$ cat config.mk
export PLATFORM = sky130hd
export DESIGN_NAME = priority_evicting_command_queue_unit
export DESIGN_NICKNAME = d
export VERILOG_FILES = /design/src/design/pecq_pkg.sv /design/src/design/pecq_cell.sv /design/src/design/priority_evicting_command_queue_unit.sv
export SDC_FILE = /design/constraint.sdc
export NUM_CORES = 2
export LEC_CHECK = 0
export BUFFER_PORTS_ARGS = -buffer_cell sky130_fd_sc_hd__buf_4
export CORE_ASPECT_RATIO = 1.75
export CORE_MARGIN = 2
export CORE_UTILIZATION = 60
export CTS_CLUSTER_DIAMETER = 40
export DETAILED_ROUTE_END_ITERATION = 16
export PLACE_DENSITY = 0.75
export RECOVER_POWER = 50
export SKIP_LAST_GASP = 1
export SYNTH_ARGS = -nofsm -noshare
export SYNTH_HDL_FRONTEND = slang
export SYNTH_SLANG_ARGS = --single-unit
$ cat constraint.sdc
create_clock -name clk -period 30.7 [get_ports clk]
set_input_delay 3.07 -clock clk [delete_from_list [all_inputs] [get_ports clk]]
set_output_delay 3.07 -clock clk [all_outputs]
set_load 0.1 [all_outputs]
$ cat src/design/pecq_pkg.sv
// Shared types, constants and priority function for the command queue.
package pecq_pkg;

    localparam int DEPTH_DEFAULT = 16;

    localparam logic [1:0] REG_ESTOP_TYPE = 2'd0;
    localparam logic [1:0] REG_CRITICAL   = 2'd1;
    localparam logic [1:0] REG_NORMAL     = 2'd2;

    localparam logic [7:0] ESTOP_TYPE_RESET = 8'd0;
    localparam logic [7:0] CRITICAL_RESET   = 8'd3;
    localparam logic [7:0] NORMAL_RESET     = 8'd1;

    localparam logic KIND_PUSH = 1'b0;
    localparam logic KIND_POP  = 1'b1;

    typedef struct packed {
        logic [7:0]  robot_number;
        logic [7:0]  command_type;
        logic [31:0] vel_x_bits;
        logic [31:0] vel_y_bits;
        logic [31:0] turn_rate_bits;
        logic [31:0] sequence_number;
        logic [7:0]  priority_level;
        logic [7:0]  flag_bits;
    } entry_t;

    typedef struct packed {
        logic [7:0] estop_type;
        logic [7:0] critical;
        logic [7:0] normal;
    } level_cfg_t;

    typedef struct packed {
        logic shift;
        logic load;
    } cell_ctrl_t;

    typedef enum logic [1:0] {
        ST_IDLE,
        ST_EXEC,
        ST_SCAN,
        ST_FINISH
    } state_t;

    function automatic logic [7:0] eff_prio(entry_t e, level_cfg_t c);
        logic [7:0] p;
        if (e.priority_level != 8'd0)
            p = e.priority_level;
        else if (e.command_type == c.estop_type)
            p = c.critical;
        else
            p = c.normal;
        return p;
    endfunction

endpackage

$ cat src/design/pecq_cell.sv
// One queue cell: holds an entry, takes its neighbor's entry or a new one.
module pecq_cell (
    input  logic                   clk,
    input  pecq_pkg::cell_ctrl_t   ctrl,
    input  pecq_pkg::entry_t       neighbor_entry,
    input  pecq_pkg::entry_t       new_entry,
    input  pecq_pkg::level_cfg_t   level_cfg,
    output pecq_pkg::entry_t       entry,
    output logic [7:0]             prio
);

    pecq_pkg::entry_t entry_reg;
    pecq_pkg::entry_t entry_next;

    always_comb
    begin
        entry_next = entry_reg;
        if (ctrl.load)
            entry_next = new_entry;
        else if (ctrl.shift)
            entry_next = neighbor_entry;
    end

    always_ff @(posedge clk)
    begin
        entry_reg <= entry_next;
    end

    assign entry = entry_reg;
    assign prio  = pecq_pkg::eff_prio(entry_reg, level_cfg);

endmodule

$ cat src/design/priority_evicting_command_queue_unit.sv
// Top level: bounded priority command queue with lowest-priority eviction.
//
//   channel   direction  handshake            payload
//   in        sink       in_valid / in_stall  kind, entry fields
//   out       source     out_valid / out_stall accepted, evicted, entry, drop_total
//   cfg       sink       cfg_valid / cfg_ready cfg_index, cfg_data
//
// Pop and non-full push: the request is captured, then the cells are updated and the result registered.
// Push to a full queue: the request is captured, then the oldest lowest-priority
// cell is found by a scan that visits one cell per cycle, then the result is registered.
// Reset clears control, counters and config; cell contents are not reset.
// A finished result waits in the output register while out_stall is high.
module priority_evicting_command_queue_unit #(
    parameter int QUEUE_DEPTH = pecq_pkg::DEPTH_DEFAULT
) (
    input  logic        clk,
    input  logic        rst_n,

    input  logic        in_valid,
    output logic        in_stall,
    input  logic        kind,
    input  logic [7:0]  robot_number,
    input  logic [7:0]  command_type,
    input  logic [31:0] vel_x_bits,
    input  logic [31:0] vel_y_bits,
    input  logic [31:0] turn_rate_bits,
    input  logic [31:0] sequence_number,
    input  logic [7:0]  priority_level,
    input  logic [7:0]  flag_bits,

    output logic        out_valid,
    input  logic        out_stall,
    output logic        accepted,
    output logic        evicted,
    output logic        entry_valid,
    output logic [7:0]  out_robot_number,
    output logic [7:0]  out_command_type,
    output logic [31:0] out_vel_x_bits,
    output logic [31:0] out_vel_y_bits,
    output logic [31:0] out_turn_rate_bits,
    output logic [31:0] out_sequence_number,
    output logic [7:0]  out_priority_level,
    output logic [7:0]  out_flag_bits,
    output logic [31:0] drop_total,

    input  logic        cfg_valid,
    output logic        cfg_ready,
    input  logic [1:0]  cfg_index,
    input  logic [7:0]  cfg_data
);

    localparam int IDX_W = $clog2(QUEUE_DEPTH);
    localparam int CNT_W = $clog2(QUEUE_DEPTH + 1);
    localparam logic [IDX_W-1:0] LAST_IDX = IDX_W'(QUEUE_DEPTH - 1);
    localparam logic [CNT_W-1:0] FULL_CNT = CNT_W'(QUEUE_DEPTH);

    pecq_pkg::state_t     state_reg, state_next;
    pecq_pkg::level_cfg_t cfg_reg, cfg_next;
    pecq_pkg::entry_t     req_reg, req_next;
    logic                 req_kind_reg, req_kind_next;
    logic [CNT_W-1:0]     count_reg, count_next;
    logic [31:0]          drop_reg, drop_next;
    logic [IDX_W-1:0]     scan_pos_reg, scan_pos_next;
    logic [IDX_W-1:0]     min_idx_reg, min_idx_next;
    logic [7:0]           min_prio_reg, min_prio_next;

    logic                 out_valid_reg, out_valid_next;
    logic                 accepted_reg, accepted_next;
    logic                 evicted_reg, evicted_next;
    logic                 entry_valid_reg, entry_valid_next;
    pecq_pkg::entry_t     out_entry_reg, out_entry_next;
    logic [31:0]          out_drop_reg, out_drop_next;

    pecq_pkg::entry_t     cell_entry [QUEUE_DEPTH];
    logic [7:0]           cell_prio  [QUEUE_DEPTH];
    pecq_pkg::cell_ctrl_t cell_ctrl  [QUEUE_DEPTH];

    logic                 out_free;
    logic                 full;
    logic [7:0]           new_prio;

    assign out_free = !out_valid_reg || !out_stall;
    assign full     = (count_reg == FULL_CNT);
    assign new_prio = pecq_pkg::eff_prio(req_reg, cfg_reg);

    // cell row, position 0 is the oldest entry
    for (genvar i = 0; i < QUEUE_DEPTH; i++)
    begin : g_cell
        pecq_pkg::entry_t neighbor;
        if (i == QUEUE_DEPTH - 1)
        begin : g_last
            assign neighbor = cell_entry[i];
        end
        else
        begin : g_mid
            assign neighbor = cell_entry[i+1];
        end

        pecq_cell u_cell (
            .clk            (clk),
            .ctrl           (cell_ctrl[i]),
            .neighbor_entry (neighbor),
            .new_entry      (req_reg),
            .level_cfg      (cfg_reg),
            .entry          (cell_entry[i]),
            .prio           (cell_prio[i])
        );
    end

    // config registers
    assign cfg_ready = 1'b1;

    always_comb
    begin
        cfg_next = cfg_reg;
        if (cfg_valid && cfg_ready)
        begin
            case (cfg_index)
                pecq_pkg::REG_ESTOP_TYPE: cfg_next.estop_type = cfg_data;
                pecq_pkg::REG_CRITICAL:   cfg_next.critical   = cfg_data;
                pecq_pkg::REG_NORMAL:     cfg_next.normal     = cfg_data;
                default:                  cfg_next            = cfg_reg;
            endcase
        end
    end

    // next state
    always_comb
    begin
        state_next = state_reg;
        case (state_reg)
            pecq_pkg::ST_IDLE:
            begin
                if (in_valid)
                    state_next = pecq_pkg::ST_EXEC;
            end
            pecq_pkg::ST_EXEC:
            begin
                if (req_kind_reg == pecq_pkg::KIND_PUSH && full)
                    state_next = pecq_pkg::ST_SCAN;
                else if (out_free)
                    state_next = pecq_pkg::ST_IDLE;
            end
            pecq_pkg::ST_SCAN:
            begin
                if (scan_pos_reg == LAST_IDX)
                    state_next = pecq_pkg::ST_FINISH;
            end
            pecq_pkg::ST_FINISH:
            begin
                if (out_free)
                    state_next = pecq_pkg::ST_IDLE;
            end
            default:
                state_next = pecq_pkg::ST_IDLE;
        endcase
    end

    // outputs and datapath
    always_comb
    begin
        in_stall         = (state_reg != pecq_pkg::ST_IDLE);
        for (int i = 0; i < QUEUE_DEPTH; i++)
            cell_ctrl[i] = '0;
        req_next         = req_reg;
        req_kind_next    = req_kind_reg;
        count_next       = count_reg;
        drop_next        = drop_reg;
        scan_pos_next    = scan_pos_reg;
        min_idx_next     = min_idx_reg;
        min_prio_next    = min_prio_reg;
        out_valid_next   = out_valid_reg && out_stall;
        accepted_next    = accepted_reg;
        evicted_next     = evicted_reg;
        entry_valid_next = entry_valid_reg;
        out_entry_next   = out_entry_reg;
        out_drop_next    = out_drop_reg;

        case (state_reg)
            pecq_pkg::ST_IDLE:
            begin
                if (in_valid)
                begin
                    req_kind_next                = kind;
                    req_next.robot_number        = robot_number;
                    req_next.command_type        = command_type;
                    req_next.vel_x_bits          = vel_x_bits;
                    req_next.vel_y_bits          = vel_y_bits;
                    req_next.turn_rate_bits      = turn_rate_bits;
                    req_next.sequence_number     = sequence_number;
                    req_next.priority_level      = priority_level;
                    req_next.flag_bits           = flag_bits;
                end
            end
            pecq_pkg::ST_EXEC:
            begin
                if (req_kind_reg == pecq_pkg::KIND_PUSH && full)
                begin
                    scan_pos_next = IDX_W'(1);
                    min_idx_next  = '0;
                    min_prio_next = cell_prio[0];
                end
                else if (out_free)
                begin
                    out_valid_next   = 1'b1;
                    evicted_next     = 1'b0;
                    out_entry_next   = '0;
                    entry_valid_next = 1'b0;
                    accepted_next    = 1'b0;
                    if (req_kind_reg == pecq_pkg::KIND_POP)
                    begin
                        if (count_reg != '0)
                        begin
                            accepted_next    = 1'b1;
                            entry_valid_next = 1'b1;
                            out_entry_next   = cell_entry[0];
                            count_next       = count_reg - CNT_W'(1);
                            for (int i = 0; i < QUEUE_DEPTH; i++)
                                cell_ctrl[i].shift = 1'b1;
                        end
                    end
                    else
                    begin
                        accepted_next = 1'b1;
                        count_next    = count_reg + CNT_W'(1);
                        for (int i = 0; i < QUEUE_DEPTH; i++)
                            cell_ctrl[i].load = (CNT_W'(i) == count_reg);
                    end
                end
            end
            pecq_pkg::ST_SCAN:
            begin
                if (cell_prio[scan_pos_reg] < min_prio_reg)
                begin
                    min_prio_next = cell_prio[scan_pos_reg];
                    min_idx_next  = scan_pos_reg;
                end
                scan_pos_next = scan_pos_reg + IDX_W'(1);
            end
            pecq_pkg::ST_FINISH:
            begin
                if (out_free)
                begin
                    out_valid_next   = 1'b1;
                    entry_valid_next = 1'b0;
                    out_entry_next   = '0;
                    accepted_next    = 1'b0;
                    evicted_next     = 1'b0;
                    if (new_prio >= min_prio_reg)
                    begin
                        accepted_next = 1'b1;
                        evicted_next  = 1'b1;
                        drop_next     = drop_reg + 32'd1;
                        for (int i = 0; i < QUEUE_DEPTH - 1; i++)
                            cell_ctrl[i].shift = (IDX_W'(i) >= min_idx_reg);
                        cell_ctrl[QUEUE_DEPTH-1].load = 1'b1;
                    end
                end
            end
            default:
            begin
                in_stall = 1'b1;
            end
        endcase

        if (out_valid_next && !(out_valid_reg && out_stall))
            out_drop_next = drop_next;
    end

    always_ff @(posedge clk or negedge rst_n)
    begin
        if (!rst_n)
        begin
            state_reg          <= pecq_pkg::ST_IDLE;
            cfg_reg.estop_type <= pecq_pkg::ESTOP_TYPE_RESET;
            cfg_reg.critical   <= pecq_pkg::CRITICAL_RESET;
            cfg_reg.normal     <= pecq_pkg::NORMAL_RESET;
            count_reg          <= '0;
            drop_reg           <= '0;
            out_valid_reg      <= 1'b0;
        end
        else
        begin
            state_reg     <= state_next;
            cfg_reg       <= cfg_next;
            count_reg     <= count_next;
            drop_reg      <= drop_next;
            out_valid_reg <= out_valid_next;
        end
    end

    always_ff @(posedge clk)
    begin
        req_reg         <= req_next;
        req_kind_reg    <= req_kind_next;
        scan_pos_reg    <= scan_pos_next;
        min_idx_reg     <= min_idx_next;
        min_prio_reg    <= min_prio_next;
        accepted_reg    <= accepted_next;
        evicted_reg     <= evicted_next;
        entry_valid_reg <= entry_valid_next;
        out_entry_reg   <= out_entry_next;
        out_drop_reg    <= out_drop_next;
    end

    assign out_valid           = out_valid_reg;
    assign accepted            = accepted_reg;
    assign evicted             = evicted_reg;
    assign entry_valid         = entry_valid_reg;
    assign out_robot_number    = out_entry_reg.robot_number;
    assign out_command_type    = out_entry_reg.command_type;
    assign out_vel_x_bits      = out_entry_reg.vel_x_bits;
    assign out_vel_y_bits      = out_entry_reg.vel_y_bits;
    assign out_turn_rate_bits  = out_entry_reg.turn_rate_bits;
    assign out_sequence_number = out_entry_reg.sequence_number;
    assign out_priority_level  = out_entry_reg.priority_level;
    assign out_flag_bits       = out_entry_reg.flag_bits;
    assign drop_total          = out_drop_reg;

endmodule
Word level (Yosys, flattened, before mapping):

Index checks and enable logic that the tools add are counted.
W data, S select, Z words.

* add/sub/neg operators: 4
* $lt $le $gt $ge: 18
* eq/ne operators: 47
* multiplexer cells: 188
* bitwise operators: 3
* reduce and logical (&&, ||, !) cells: 55

Operators by type and width (number)
* $mux W160: 35
* $pmux W160 S2: 1
* $mux W8: 38
* $mux W32: 5
* $eq A8 B8 Y1: 17
* $reduce_bool A8 Y1: 17
* $mux W1: 74
* $eq A4 B5 Y1 const A: 8
* $pmux W1 S2: 20
* $reduce_bool A2 Y1: 18
* $add A32 B1 Y32 const B: 1
* $bmux W8 S4: 1
* $ge A4 B4 Y1 const A: 7
* $eq A3 B5 Y1 const A: 4
* $ge A3 B4 Y1 const A: 4
* $pmux W4 S2: 2
* $pmux W8 S2: 1
* $ne A2 B2 Y1 const B: 7
* $mux W4: 3
* $reduce_and A2 Y1: 6
* $eq A2 B5 Y1 const A: 2
* $mux W2: 5
* $mux W5: 2
* $ge A1 B4 Y1 const A: 2
* 24 further kinds: 35

* flip-flop bits (word level): 2996
* bits of input ports: 176
* output and inout bits: 198
* logic and storage cells: 474

Depth between registers and ports, before layout:

* depth after elaboration: 9
* mapped depth: 18
* gate-level depth less buffers: 15

By module:

Synthesis repeated with hierarchy kept, for this count alone.

* cell total of the unflattened synthesis: 7103
* area, all modules: 129110.1 sq um

Modules (own cells, without submodules)
* pecq_cell: times used 16, cells an instance 380, area each 6980.4 sq um, sequential area each 4804.6 sq um
* priority_evicting_command_queue_unit: times used 1, cells an instance 1023, area each 17423.0 sq um, sequential area each 12776.0 sq um

Least setup slack after synthesis:

No wires, ideal clock.

* path kind: input -> register
* from: input port out_stall
* to: register g_cell[1].u_cell.entry_reg (netlist bit g_cell[1].u_cell.entry[0]), enable pin
* setup time: 1.224 ns
* arrival time: 22.039 ns
* data required time: 29.476 ns
* slack: 7.437 ns
* stages: 5
* path buffers: 0
* cells stage by stage: nand2_1 inv_1 a2111oi_4 nand2_1 o311ai_0

* longest elaborated chain between the ends: 6
* elaborated cells on any way between the ends: 8
* those cells by class: mux: 5; reduce/logical: 3

Ends and longest elaborated chain
* from (decl): RTL line priority_evicting_command_queue_unit.sv:32 `input logic out_stall,`
* $logic_not A1 Y1 (*): RTL line priority_evicting_command_queue_unit.sv:82 `assign out_free = !out_valid_reg || !out_stall;`
* $logic_or A1 B1 Y1 (*): RTL line priority_evicting_command_queue_unit.sv:82
* $mux W32: RTL line priority_evicting_command_queue_unit.sv:203 `else if (out_free)`
* $mux W32: RTL line priority_evicting_command_queue_unit.sv:197 `if (req_kind_reg == pecq_pkg::KIND_PUSH && full)`
* $pmux W1 S2 or $mux W1 (tied branches): RTL line priority_evicting_command_queue_unit.sv:179 `case (state_reg)`
* $reduce_bool A2 Y1 (no line) (*)
* to (signal assigned): RTL line pecq_cell.sv:26 `entry_reg <= entry_next;`
* to (decl): RTL line pecq_cell.sv:12 `pecq_pkg::entry_t entry_reg;`

Mark *: on every way between the ends. The rest lies on a longest branch, timed or not.
A chain may end at the register's enable or synchronous reset.

==> impl_metrics.toml <==
[layout]
drive_gt1_share_pct = 40.6
area_growth_pct = 10.2
fill_cells = 14286
largest_register_ff_count = 2560
final_nets = 7572

[power_and_ir_drop]
leakagePower_nw = 47.1
peakVddDrop_mv = 0.0822
power.density_mw_per_mm2 = 90.5

[sta]
whs_ns = 0.487
fin_crit_sh_pct = 42.1
drv_slew = 2701
slew_headroom_pct = -529
period_needed_ns = 12.93
tightestPinTransition_ns = 9.44
finalHoldViolCount = 0
fmax_mhz = 77.3
setup_viol = 0
rsz0062_at_grt = "false"
fin_tns_setup_ns = 0
skew_ns = 0.0450

[detailed_routing]
via_count = 65187
drt-initial-drc-count = 5393
routedWlPerCell_um = 28.6
vias_per_cell = 6.27
wl_um = 298000
ant_nets = 0
first_pass_iters = 6
drc = 0

[setup_path]
startpoint_type = "input port"
required_ns = 31.28
ff2ff_setup_slack_ns = 19.51
reg2regPathDepth = 18
cp.arrival_ns = 13.51
critical_path_peak_fanout = 106
rr_startpoint = "cfg_reg[21]$_DFFE_PN0P_"
reg2reg_to = "g_cell[4].u_cell.entry[138]$_DFFE_PP_"
endpoint_kind = "flop"
crit_type = "input port to flop"

[placed_design]
hpwl_um = 177000
place_congestion = 0.919
portBuffers = 372

[yosys]
synth_common_cells = "edfxtp_1 (2932), mux2_2 (2450), clkbuf_1 (400)"
yosys_warnings = 0
avgSynthCellArea_um2 = 17.9
syn_nets = 7313
async_reset_ff_share_pct = 2.14
synth_edf_count = 2932
synth_seq_area_share_pct = 70.4
ys_types = 86
synth_seq_cells = 2996
yosys-top-cells-area = "edfxtp_1 (69%), mux2_2 (22%), dfrtp_1 (1.2%)"
yosysTopAreaCellShare_pct = 69.2
synth_ff_type = "edfxtp_1"
syn_inst = 7114
yosysTopAreaCell = "edfxtp_1"
yosysMostFrequentCell = "edfxtp_1"
synth_area_mm2 = 0.127

[clock_network]
htreeDepth = 5
cts_tree = "built"
post_cts_resized = 0
clk_latency_ns = 0.85
postCtsSetupRepairBufs = 0
cts-buffers-inserted = 283
cts.path.max_buffers = 4
cts-root-buf = "clkbuf_16"
clk_pin_slew_worst_paths_ns = 0.06
cts.sinks = 2996
cts_hold_buffers = 0

[run]
drv_cap = 57

[floorplan]
die_y_um = 613
initial_core_util_pct = 60.3
core-area_mm2 = 0.211
ioPinCount = 374
rows = 223
die_w_um = 352
dieArea_mm2 = 0.216

[global_routing]
grt_pass1_wl_um = 442000
grt_start_max_net_pins = 133
grt_overflow = 0
gr-usage-all-layers_pct = 27.3
antenna_found_initial = 17
grt_pass1_vias = 67821

[hold_path]
hold_end = "drop_reg[31]$_DFF_PN0_"
hp-class = "flop to flop"
hp-start = "drop_reg[31]$_DFF_PN0_"
whs_path_depth = 1

[outcome]
status = "finished, violations left"
failed_checks = "max-capacitance violations, max-slew violations"
## where the power goes
group / switching (mW) / leakage (nW) / total (mW) / internal [mW]
registers: 0.544 / 27.8 / 6.56 / 6.02
logic: 1.94 / 15.0 / 2.73 / 0.793
clock network: 1.50 / 4.24 / 3.39 / 1.89
## worst max path at each step
stage / start / end / slack [ns] / cells past startpoint
finish: out_stall / g_cell[12].u_cell.entry[33]$_DFFE_PP_ / 17.77 / 8
global route: out_stall / g_cell[11].u_cell.entry[36]$_DFFE_PP_ / 17.44 / 7
CTS: out_stall / g_cell[14].u_cell.entry[114]$_DFFE_PP_ / 22.69 / 9
detailed placement: out_stall / g_cell[14].u_cell.entry[140]$_DFFE_PP_ / 21.83 / 9
global placement: out_stall / g_cell[14].u_cell.entry[140]$_DFFE_PP_ / 21.89 / 9
floorplan: out_stall / g_cell[1].u_cell.entry[0]$_DFFE_PP_ / 7.44 / 5
## per-layer routing
| metal | up-vias | global-route usage [%] | share of wire [%] |
|---|---|---|---|
| met3 | 666 | 3.60 | 5.6 |
| met1 | 33929 | 33.9 | 38 |
| met4 | 10 | 11.1 | 4.4 |
| met5 | - | 0 | 0.019 |
| li1 | 28237 | - | - |
| met2 | 2345 | 48.5 | 52 |
## layout by cell type, fill, tap and decap left out, types with 25 or more instances in the layout
master and instances:
o21ai_0 42, dfrtp_1 61, clkinv_2 37, xnor2_1 35
clkbuf_4 142, buf_4 76, mux2_2 2413, nor2_1 85
inv_1 25, nand2_1 87, and2_0 120, nand3_1 50
nor4_1 39, mux2_1 70, xor2_1 139, nor3_1 35
clkbuf_16 289, a211oi_1 48, clkbuf_1 330, edfxtp_1 2932
and2_1 49, a21oi_1 29, clkinv_1 47, mux2i_1 58
## stage by stage
stage | area [um^2] | worst slack [ns] | utilization, % | total power [mW] | cells
after global placement | 133000 | 21.89 | 63.0 | 9.33 | 9900
final | 140000 | 17.77 | 66.5 | 12.7 | 10394
after CTS | 142000 | 22.69 | 67.1 | 12.8 | 10385
after global routing | 140000 | 17.44 | 66.5 | 13.1 | 10386
after floorplan | 127000 | 7.44 | - | 8.65 | 7114
after detailed placement | 133000 | 21.83 | 63.0 | 9.43 | 9900
## worst max-delay path, stage by stage
cell and delay [ns]:
clkbuf_4 0.11, nand2_1 0.15, nand3b_1 0.28, nor3_1 0.27, nand4_1 0.24, clkbuf_1 5.47
clkbuf_1 3.27, mux2_2 0.53
## area by class of cell
class	instances	area (um^2)	share of cell area (%)
diodes	9	22.5	0.0161
well taps	2812	3520	2.51
clock inverters	144	1300	0.930
inverters	28	105	0.0749
flip-flops and latches	2996	89600	63.9
clock buffers	341	7430	5.30
repair buffers	500	2760	1.97
multi-input cells	3564	35500	25.3
## cells by family after synthesis
kind of cell	Yosys count	synth area share, %
compound gates	228	1.28
xor+xnor	174	1.20
fa+ha+maj	23	0.226
buf+inv	554	1.77
flops	2996	70.4
mux	2542	22.4
other cells	1	0.00295
simple gates	596	2.64
Power figures use the tool's default switching activity.
